`src/hdl/utfom_pkg.sv`:
```
// shared types and constants for the uart transmit ring buffer
// no dependencies; used by utfom_ctrl and the top level
package utfom_pkg;

  // ring depth used when the top level is not overridden
  localparam int DEPTH_DEF = 256;

  // byte stored in place of the offered one when a single slot is left
  localparam logic [7:0] MARK_BYTE = 8'h21;

  // command codes
  localparam logic CMD_PUSH = 1'b0;
  localparam logic CMD_POP  = 1'b1;

  typedef struct packed {
    logic       cmd;
    logic [7:0] push_byte;
  } in_item_t;

  typedef struct packed {
    logic       accepted;
    logic       pop_valid;
    logic [7:0] pop_byte;
    logic       ready_request;
    logic [7:0] free_slots;
  } out_item_t;

endpackage

```
`src/hdl/utfom_mem.sv`:
```
// byte storage of the ring: one write port, one read port with registered data
// depends on nothing but its parameters
module utfom_mem #(
  parameter int DEPTH  = 256,
  parameter int ADDR_W = $clog2(DEPTH)
) (
  input  logic              clk,
  input  logic              wr_en,
  input  logic [ADDR_W-1:0] wr_addr,
  input  logic [7:0]        wr_data,
  input  logic              rd_en,
  input  logic [ADDR_W-1:0] rd_addr,
  output logic [7:0]        rd_data
);

  logic [7:0] mem_r [DEPTH];
  logic [7:0] rd_data_r;

  always_ff @(posedge clk) begin
    if (wr_en) begin
      mem_r[wr_addr] <= wr_data;
    end
  end

  // read data holds until the next read
  always_ff @(posedge clk) begin
    if (rd_en) begin
      rd_data_r <= mem_r[rd_addr];
    end
  end

  assign rd_data = rd_data_r;

endmodule

```
`src/hdl/utfom_ctrl.sv`:
```
// pointer, free count and request flag control of the ring, plus result register
// uses utfom_pkg; drives the write and read ports of utfom_mem
module utfom_ctrl #(
  parameter int DEPTH  = 256,
  parameter int ADDR_W = $clog2(DEPTH)
) (
  input  logic                clk,
  input  logic                rst_n,
  input  logic                in_valid,
  output logic                in_ready,
  input  utfom_pkg::in_item_t in_data,
  output logic                out_valid,
  input  logic                out_ready,
  output logic                res_accepted,
  output logic                res_pop_valid,
  output logic                res_ready_request,
  output logic [7:0]          res_free_slots,
  output logic                mem_wr_en,
  output logic [ADDR_W-1:0]   mem_wr_addr,
  output logic [7:0]          mem_wr_data,
  output logic                mem_rd_en,
  output logic [ADDR_W-1:0]   mem_rd_addr
);

  localparam logic [ADDR_W-1:0] LAST_IDX = ADDR_W'(DEPTH - 1);
  localparam logic [ADDR_W-1:0] ONE      = ADDR_W'(1);
  localparam logic [ADDR_W-1:0] TWO      = ADDR_W'(2);
  localparam int                FS_W     = (ADDR_W > 8) ? ADDR_W : 8;

  logic [ADDR_W-1:0] wr_ptr_r, wr_ptr_nxt;
  logic [ADDR_W-1:0] rd_ptr_r, rd_ptr_nxt;
  logic [ADDR_W-1:0] free_r, free_nxt;
  logic              req_en_r, req_en_nxt;
  logic              out_valid_r, out_valid_nxt;
  logic              acc_r, acc_nxt;
  logic              pv_r, pv_nxt;

  logic              in_acc;
  logic              is_push;
  logic              empty;
  logic              do_store;
  logic              do_pop;
  logic [FS_W-1:0]   free_ext;

  assign in_ready = !out_valid_r || out_ready;
  assign in_acc   = in_valid && in_ready;
  assign is_push  = (in_data.cmd == utfom_pkg::CMD_PUSH);
  assign empty    = (free_r == LAST_IDX);

  // store on push whenever at least one slot is left
  assign do_store = in_acc && is_push && (free_r != '0);
  assign do_pop   = in_acc && !is_push && !empty;

  assign mem_wr_en   = do_store;
  assign mem_wr_addr = wr_ptr_r;
  assign mem_wr_data = (free_r >= TWO) ? in_data.push_byte : utfom_pkg::MARK_BYTE;
  assign mem_rd_en   = do_pop;
  assign mem_rd_addr = rd_ptr_r;

  always_comb begin
    wr_ptr_nxt    = wr_ptr_r;
    rd_ptr_nxt    = rd_ptr_r;
    free_nxt      = free_r;
    req_en_nxt    = req_en_r;
    acc_nxt       = acc_r;
    pv_nxt        = pv_r;
    out_valid_nxt = out_valid_r;
    if (in_acc) begin
      out_valid_nxt = 1'b1;
      acc_nxt       = is_push && (free_r >= TWO);
      pv_nxt        = do_pop;
    end else if (out_ready) begin
      out_valid_nxt = 1'b0;
    end
    if (do_store) begin
      wr_ptr_nxt = (wr_ptr_r == LAST_IDX) ? '0 : wr_ptr_r + ONE;
      free_nxt   = free_r - ONE;
      req_en_nxt = 1'b1;
    end
    if (do_pop) begin
      rd_ptr_nxt = (rd_ptr_r == LAST_IDX) ? '0 : rd_ptr_r + ONE;
      free_nxt   = free_r + ONE;
    end
    if (in_acc && !is_push && empty) begin
      req_en_nxt = 1'b0;
    end
  end

  always_ff @(posedge clk) begin
    if (!rst_n) begin
      wr_ptr_r    <= '0;
      rd_ptr_r    <= '0;
      free_r      <= LAST_IDX;
      req_en_r    <= 1'b0;
      out_valid_r <= 1'b0;
      acc_r       <= 1'b0;
      pv_r        <= 1'b0;
    end else begin
      wr_ptr_r    <= wr_ptr_nxt;
      rd_ptr_r    <= rd_ptr_nxt;
      free_r      <= free_nxt;
      req_en_r    <= req_en_nxt;
      out_valid_r <= out_valid_nxt;
      acc_r       <= acc_nxt;
      pv_r        <= pv_nxt;
    end
  end

  // flag and free count only move on an accepted item, so they describe the held result
  assign free_ext          = FS_W'(free_r);
  assign out_valid         = out_valid_r;
  assign res_accepted      = acc_r;
  assign res_pop_valid     = pv_r;
  assign res_ready_request = req_en_r;
  assign res_free_slots    = free_ext[7:0];

  // free count never goes above the ring capacity
  a_free_bound: assert property (@(posedge clk) disable iff (!rst_n)
    free_r <= LAST_IDX)
    else $error("free count above capacity");

  // pointers and free count agree: equal pointers exactly when empty
  a_ptr_count: assert property (@(posedge clk) disable iff (!rst_n)
    (wr_ptr_r == rd_ptr_r) == empty)
    else $error("pointers disagree with free count");

  // any store raises the request flag
  a_store_flag: assert property (@(posedge clk) disable iff (!rst_n)
    do_store |=> req_en_r)
    else $error("store did not set request flag");

  // a pop on an empty ring clears the flag and returns no byte
  a_empty_pop: assert property (@(posedge clk) disable iff (!rst_n)
    (in_acc && !is_push && empty) |=> (!req_en_r && !pv_r))
    else $error("empty pop mishandled");

  // a result never reports both a stored push and a popped byte
  a_excl: assert property (@(posedge clk) disable iff (!rst_n)
    out_valid_r |-> !(acc_r && pv_r))
    else $error("accepted and pop_valid both set");

endmodule

```
`src/hdl/uart_tx_fifo_overrun_marker.sv`:
```
// top level of the uart transmit ring buffer with overrun marker
// uses utfom_pkg, utfom_ctrl and utfom_mem
//
// usage
//   in_*  channel: one item per handshake; cmd selects push (offer push_byte)
//         or pop (transmitter ready, take the oldest byte)
//   out_* channel: exactly one result item per input item, in order
//   a push with two or more free slots stores the byte (accepted = 1); with
//   exactly one free slot the marker byte '!' is stored instead (accepted = 0);
//   with the ring full nothing is stored
//   a pop returns the oldest byte with pop_valid = 1, or pop_valid = 0 and
//   pop_byte = 0 when empty, in which case ready_request is cleared
//   the ring holds at most DEPTH - 1 bytes; free_slots gives the low 8 bits
//   of the free count after the item
// timing
//   out_valid rises in the cycle after the input handshake; one item per cycle
//   sustained while out_ready is high, set by the pointer update and the
//   registered read of the byte memory
// reset
//   rst_n low (synchronous) empties the ring and clears ready_request; the
//   byte memory is not cleared and needs no sweep
// stall
//   with out_ready low the result is held in the output register and in_ready
//   drops; a new item is taken in the same cycle the held result leaves
module uart_tx_fifo_overrun_marker #(
  parameter int DEPTH = utfom_pkg::DEPTH_DEF
) (
  input  logic                 clk,
  input  logic                 rst_n,
  input  logic                 in_valid,
  output logic                 in_ready,
  input  utfom_pkg::in_item_t  in_data,
  output logic                 out_valid,
  input  logic                 out_ready,
  output utfom_pkg::out_item_t out_data
);

  localparam int ADDR_W = $clog2(DEPTH);

  // memory port signals
  logic              mem_wr_en;
  logic [ADDR_W-1:0] mem_wr_addr;
  logic [7:0]        mem_wr_data;
  logic              mem_rd_en;
  logic [ADDR_W-1:0] mem_rd_addr;
  logic [7:0]        mem_rd_data;

  // registered result fields from control
  logic              res_accepted;
  logic              res_pop_valid;
  logic              res_ready_request;
  logic [7:0]        res_free_slots;

  utfom_ctrl #(
    .DEPTH  (DEPTH),
    .ADDR_W (ADDR_W)
  ) u_ctrl (
    .clk               (clk),
    .rst_n             (rst_n),
    .in_valid          (in_valid),
    .in_ready          (in_ready),
    .in_data           (in_data),
    .out_valid         (out_valid),
    .out_ready         (out_ready),
    .res_accepted      (res_accepted),
    .res_pop_valid     (res_pop_valid),
    .res_ready_request (res_ready_request),
    .res_free_slots    (res_free_slots),
    .mem_wr_en         (mem_wr_en),
    .mem_wr_addr       (mem_wr_addr),
    .mem_wr_data       (mem_wr_data),
    .mem_rd_en         (mem_rd_en),
    .mem_rd_addr       (mem_rd_addr)
  );

  // the read data register only loads on a real pop, so it holds during a stall
  utfom_mem #(
    .DEPTH  (DEPTH),
    .ADDR_W (ADDR_W)
  ) u_mem (
    .clk     (clk),
    .wr_en   (mem_wr_en),
    .wr_addr (mem_wr_addr),
    .wr_data (mem_wr_data),
    .rd_en   (mem_rd_en),
    .rd_addr (mem_rd_addr),
    .rd_data (mem_rd_data)
  );

  // pop_byte reads as zero on a push and on an empty pop
  always_comb begin
    out_data.accepted      = res_accepted;
    out_data.pop_valid     = res_pop_valid;
    out_data.pop_byte      = res_pop_valid ? mem_rd_data : 8'h00;
    out_data.ready_request = res_ready_request;
    out_data.free_slots    = res_free_slots;
  end

endmodule
```
`config.mk`:
```
export PLATFORM = sky130hd
export DESIGN_NAME = uart_tx_fifo_overrun_marker
export DESIGN_NICKNAME = d
export VERILOG_FILES = /design/src/hdl/utfom_pkg.sv /design/src/hdl/utfom_mem.sv /design/src/hdl/utfom_ctrl.sv /design/src/hdl/uart_tx_fifo_overrun_marker.sv
export SDC_FILE = /design/constraint.sdc
export NUM_CORES = 2
export LEC_CHECK = 0
export BUFFER_PORTS_ARGS = -buffer_cell sky130_fd_sc_hd__clkbuf_2
export CAP_MARGIN = 20
export CORE_MARGIN = 4
export CORE_UTILIZATION = 30
export CTS_CLUSTER_SIZE = 30
export DETAILED_ROUTE_END_ITERATION = 8
export HOLD_SLACK_MARGIN = 0.15
export PLACE_DENSITY = 0.56
export SETUP_SLACK_MARGIN = 0.15
export SYNTH_ARGS = -nofsm -noshare
export SYNTH_HDL_FRONTEND = slang
export SYNTH_SLANG_ARGS = --single-unit
```
`constraint.sdc`:
```
create_clock -name clk -period 6.2 [get_ports clk]
set_input_delay 0.31 -clock clk [delete_from_list [all_inputs] [get_ports clk]]
set_output_delay 0.31 -clock clk [all_outputs]
set_load 0.005 [all_outputs]
```
[Word level (Yosys, flattened, before mapping)]
Memories as Yosys holds them, arrays and structs flattened. A register that Yosys moved wholly into a read port is not among the register bits.
Cells that the tools add are included.
Storage, ports and cells
  bits in registers: 28
  memories kept: 1
  word-level logic and storage cells: 42
  bits of input ports: 13
  bits in writable memories: 2048
  output and inout bits: 21
Memories
  u_mem.mem_r: depth 256, width 8, read ports 1, clocked after Yosys merged registers in 1, write ports 1, line utfom_mem.sv:16  | logic [7:0] mem_r [DEPTH];
Cells by class
  bitwise operators: 2
  muxes and demuxes: 10
  order comparisons: 1
  reductions and logical operators: 14
  add/subtract/negate cells: 4
  eq/ne operators: 3
Operators by type and width (count)
  $mux W8: 6
  $add A8 B1 Y8 const B: 3
  $eq A8 B8 Y1 const B: 3
  $ge A8 B2 Y1 const B: 1
  $reduce_bool A8 Y1: 1
  $sub A8 B1 Y8 const B: 1
  $logic_and A1 B1 Y1: 7
  $mux W1: 4
  $reduce_bool A2 Y1: 2
  $logic_not A1 Y1: 2
  $not A1 Y1: 2
  $reduce_or A2 Y1: 1
  $logic_or A1 B1 Y1: 1

[Longest topological paths before layout]
  depth in word-level cells: 7
  gate-level depth with buffers: 13

[Cells and area by module]
Synthesis repeated with hierarchy kept, for this count alone.
Unflattened totals
  cell total of the unflattened synthesis: 3937
  area, all modules: 81421.8 µm²
By module, submodules not included
  utfom_mem: area an instance 79636.4 µm², times used 1, cells an instance 3733
  utfom_ctrl: area an instance 1712.9 µm², times used 1, cells an instance 193
  uart_tx_fifo_overrun_marker: area an instance 72.6 µm², times used 1, cells an instance 11

[Worst setup path before layout]
No wires, ideal clock.
  path type: register to register
  start: register u_ctrl.free_r[3], in the netlist u_ctrl.res_free_slots[3]
  end: memory u_mem.mem_r[0][0] (data pin)
  setup slack: 1192 ps
  arrival time: 4104 ps
  stages on the path, launching flop included: 5
  path buffers: 1
  library setup time: 904 ps
  period minus slack after synthesis: 5008 ps
  cell sequence: dfxtp_1 > nor4_1 > nand2_1 > clkbuf_1 > nand2b_1
Between the ends
  word-level cells in the longest chain between the ends: 2
Ends and longest elaborated chain
  from (decl): line utfom_ctrl.sv:32  | logic [ADDR_W-1:0] free_r, free_nxt;
  from (signal assigned): line utfom_ctrl.sv:101  | free_r <= free_nxt;
  $ge A8 B2 Y1: line utfom_ctrl.sv:56  | assign mem_wr_data = (free_r >= TWO) ? in_data.push_byte : utfom_pkg::MARK_BYTE;
  $mux W8: line utfom_ctrl.sv:56
  net mem_wr_data[0]: line uart_tx_fifo_overrun_marker.sv:43  | logic [7:0] mem_wr_data;
  to (decl): line utfom_mem.sv:16
The timed path passes the listed nets, and every way through them passes these cells.

==> summary.txt <==
Detailed routing
  • DR pass1 iterations: 8
  • Total via count in the routed design: 42,386
  • Total wire length after detailed routing: between 200 and 250 mm
  • Routed wire per std cell: between 30 and 40 µm
  • Remaining antenna violation count: 0
  • Count of routing violations after the opening detailed-route iteration: ~5,400
  • Drc violations: 0
  • Via count normalized by instance count: approximately 5.3

Global routing
  • Total track usage: roughly 17%
  • Maximum number of pins on one net before global-route repair: roughly 180
  • Initial antenna violation count: 9
  • Total global routing overflow: 0
  • Global-route wire length before repair: around 330 mm
  • Number of global-route vias before repair: slightly above 40,000

Clock network
  • Clock tree from TritonCTS: yes
  • Number of buffers on the longest clock path: 3
  • Buffers inserted by post-CTS timing repair: 0
  • Master cell of the clock root buffer: clkbuf_16
  • CTS buffer count: between 200 and 250
  • Hold buffer count at CTS: 14
  • Depth of the CTS H-tree: 4
  • Number of resized instances in the post-cts repair step: 0
  • Clock edge transition at the registers on the reported setup and hold paths: 60 ps
  • CTS Sinks: ~2,100
  • Latest clock arrival within the worst-skew pair: about 860 ps

Die
  • Number of top-level pins: 34
  • Core box area: ~270,000 µm²
  • Width of the die: 530.6 µm
  • Total number of placement rows: 191
  • Total Die Area: between 200,000 and 300,000 µm²
  • Die height: ~530 µm
  • Starting density of the core: around 30%

STA
  • Peak clock frequency supported by timing: around 0.23 GHz
  • Setup violators final: 0
  • Hold violation total from the final report: 0
  • Worst slew margin relative to its limit: between 10% and 20%
  • Worst Clk Skew: 80.89 ps
  • Setup repair after global routing missed its margin: false
  • Slew @ Worst Pin: between 1000 and 1500 ps
  • Number of pins with negative max-slew slack in the final report: 0
  • Hold slack: 233.7 ps
  • Min Tclk post-route: approximately 4400 ps
  • Final worst-path cycle share: 70.83%
  • Post-Route Setup TNS: 0 ps

Synthesis
  • Synth Register Bits: around 2,100
  • Share of synthesized area occupied by flip-flops and latches: 76.05%
  • Unique cell type count in the Yosys netlist: approximately 80
  • Primary flip-flop cell chosen by synthesis mapping: edfxtp_1
  • Cell types occupying the most area after synthesis: edfxtp_1 75%, mux4_2 11%, mux2i_1 2.4%, nor2_1 1.4%, dfxtp_1 0.68%
  • Share of flip-flops with an asynchronous set or reset after synthesis: 0%
  • Nets in the synthesized netlist: 4,076
  • Total standard cell area after synthesis: around 80,000 µm²
  • Per-instance average area after synthesis: around 20 µm²
  • Fraction of post-synthesis cell area in the top cell type by area: 75.36%
  • Commonest cells post-synth: 2,056 x edfxtp_1, 403 x mux4_2, 311 x nor2_1, 195 x mux2i_1, 100 x nand2_1
  • Leading cell type by number of instances after synthesis: edfxtp_1
  • Number of instances in the synthesized netlist: ~4,100
  • Synth warnings: 0
  • Library cell with the largest summed area after synthesis: edfxtp_1
  • Post-synth EDFFs: between 2,000 and 2,500

Worst setup path
  • Worst Reg2Reg Path Length in Cells: 9
  • Setup slack of the worst register-to-register path: between 1500 and 2000 ps
  • Capture instance of the worst register-to-register path: u_mem.rd_data[5]
  • Critical Path Source Type: register
  • Max FO, Critical Path: 49
  • Launch point of the worst reg-to-reg path: u_ctrl.mem_rd_addr[0]
  • Kind of critical path: reg -> reg
  • Crit end category: register
  • Data required, critical path: between 6000 and 7000 ps
  • Data arrival, critical path: roughly 5000 ps

Finish
  • Synth-to-layout area growth: 13.61%
  • Ratio of cells with drive above 1 in the final layout: a little over a fifth
  • Net total in the final layout: around 4,200

Run
  • Max-capacitance violation count: 0

Power
  • Leak pwr: between 20 and 30 nW
  • Power density over cell area: 321.3 nW/µm²
  • Worst vdd rail ir drop: 0.2700 mV

Status
  • Outcome: finished clean

Worst hold path
  • End point of the most critical hold path: u_mem.mem_r[253][4]
  • Cells on Worst Hold Path: 2
  • Kind of path behind the tightest hold check: in -> reg
  • Hold path start: in_data[4]

Placement
  • Global placer's final weighted congestion: slightly below 0.9
  • Dpl hpwl: 145.4 mm
  • Number of buffer cells added on primary ports: 33
## how the worst max path moves through the flow
stage,start,end,cells past startpoint
after global placement,u_ctrl.mem_rd_addr[2],u_mem.rd_data[7],8
final,u_ctrl.mem_rd_addr[0],u_mem.rd_data[5],9
after detailed placement,u_ctrl.res_free_slots[2],u_mem.mem_r[45][1],6
after CTS,u_ctrl.res_free_slots[2],u_mem.mem_r[45][7],6
after global routing,u_ctrl.mem_rd_addr[0],u_mem.rd_data[5],8
after floorplan,u_ctrl.res_free_slots[3],u_mem.mem_r[0][0],4
## where the power goes
group | switching (mW) | internal [mW]
Clock | 5.42 | 6.98
Combinational | 1.15 | 0.787
Sequential | 0.0567 | 15.5
## critical path, cell delays in order (launching register included)
cell and delay, ps:
dfxtp_4 860, buf_12 450, buf_12 360, nand4b_1 660
o21ai_0 690, a211oi_1 90, o211ai_1 220, o2111a_1 250
a2111oi_0 70, a211o_1 290
## layout make-up
type,count,area [µm²]
multi-input combinational,1701,17970
antenna,3,7.507
clock inverter,127,1170
timing repair buffer,179,1623
clock buffer,258,5478
sequential,2084,62320
inverter,11,41.29
fill,25152,178200
tap,3570,4467
## metrics by stage
stage,total power [mW],setup WS [ps],cell area [µm²],util (%),std cells
5_1_grt,30.80,1647,93070,34.31,7930
4_1_cts,30.09,1845,93000,34.29,7925
2_1_floorplan,17.27,1192,81920,-,4050
3_5_place_dp,17.80,1845,86210,31.78,7526
3_3_place_gp,17.79,1857,85980,31.70,7506
6_report,29.90,1809,93070,34.31,7933
## cell families after synthesis
logic type / synth area share, %
compound gates: 3.896
mux: 14.27
xor+xnor: 0.1604
fa+ha+maj: 0.2077
simple gates: 3.220
flops: 76.05
buf+inv: 2.201
## metal layers
metal | vias up | track usage [%] | wire length (µm)
met5 | - | 0 | 13
met4 | 2 | 6.484 | 10130
met3 | 459 | 3.686 | 22660
met2 | 2239 | 24.93 | 106300
met1 | 22629 | 23.37 | 98860
li1 | 17057 | - | -
## sequential cells by signal (all words and copies together), names as in the netlist
signal and flops:
u_ctrl.mem_wr_addr 8, u_ctrl.mem_rd_addr 8, u_mem.mem_r 2048, u_ctrl.out_valid 1, u_ctrl.res_accepted 1, u_ctrl.res_ready_request 1, u_mem.rd_data 8, u_ctrl.res_free_slots 8
u_ctrl.res_pop_valid 1
## layout by cell type (no fill, tap or decap), types with 13 or more instances in the layout
master / netlist / final
bufinv_16: 0 / 17
a21oi_1: 59 / 59
nand3_1: 49 / 32
nor2b_1: 27 / 23
clkbuf_16: 0 / 212
o221ai_1: 30 / 30
dlygate4sd3_1: 0 / 14
o211ai_1: 14 / 14
buf_4: 51 / 97
a31oi_1: 18 / 18
nand3_2: 0 / 17
clkinv_2: 0 / 40
a2111oi_0: 13 / 13
clkinv_1: 1 / 51
mux4_2: 403 / 403
nand2_1: 100 / 100
clkbuf_2: 0 / 33
mux2i_1: 195 / 195
o22ai_1: 38 / 38
nor3_1: 23 / 23
edfxtp_1: 2056 / 2056
a22o_1: 21 / 21
buf_12: 13 / 17
mux4_1: 14 / 14
clkbuf_1: 89 / 46
mux2_2: 25 / 25
a211oi_1: 38 / 38
a22oi_1: 58 / 58
and2_1: 22 / 15
o21ai_0: 51 / 51
a221oi_1: 35 / 35
nor2_1: 311 / 308
dfxtp_1: 28 / 21
Note: power is estimated with default switching activity, not from simulation.
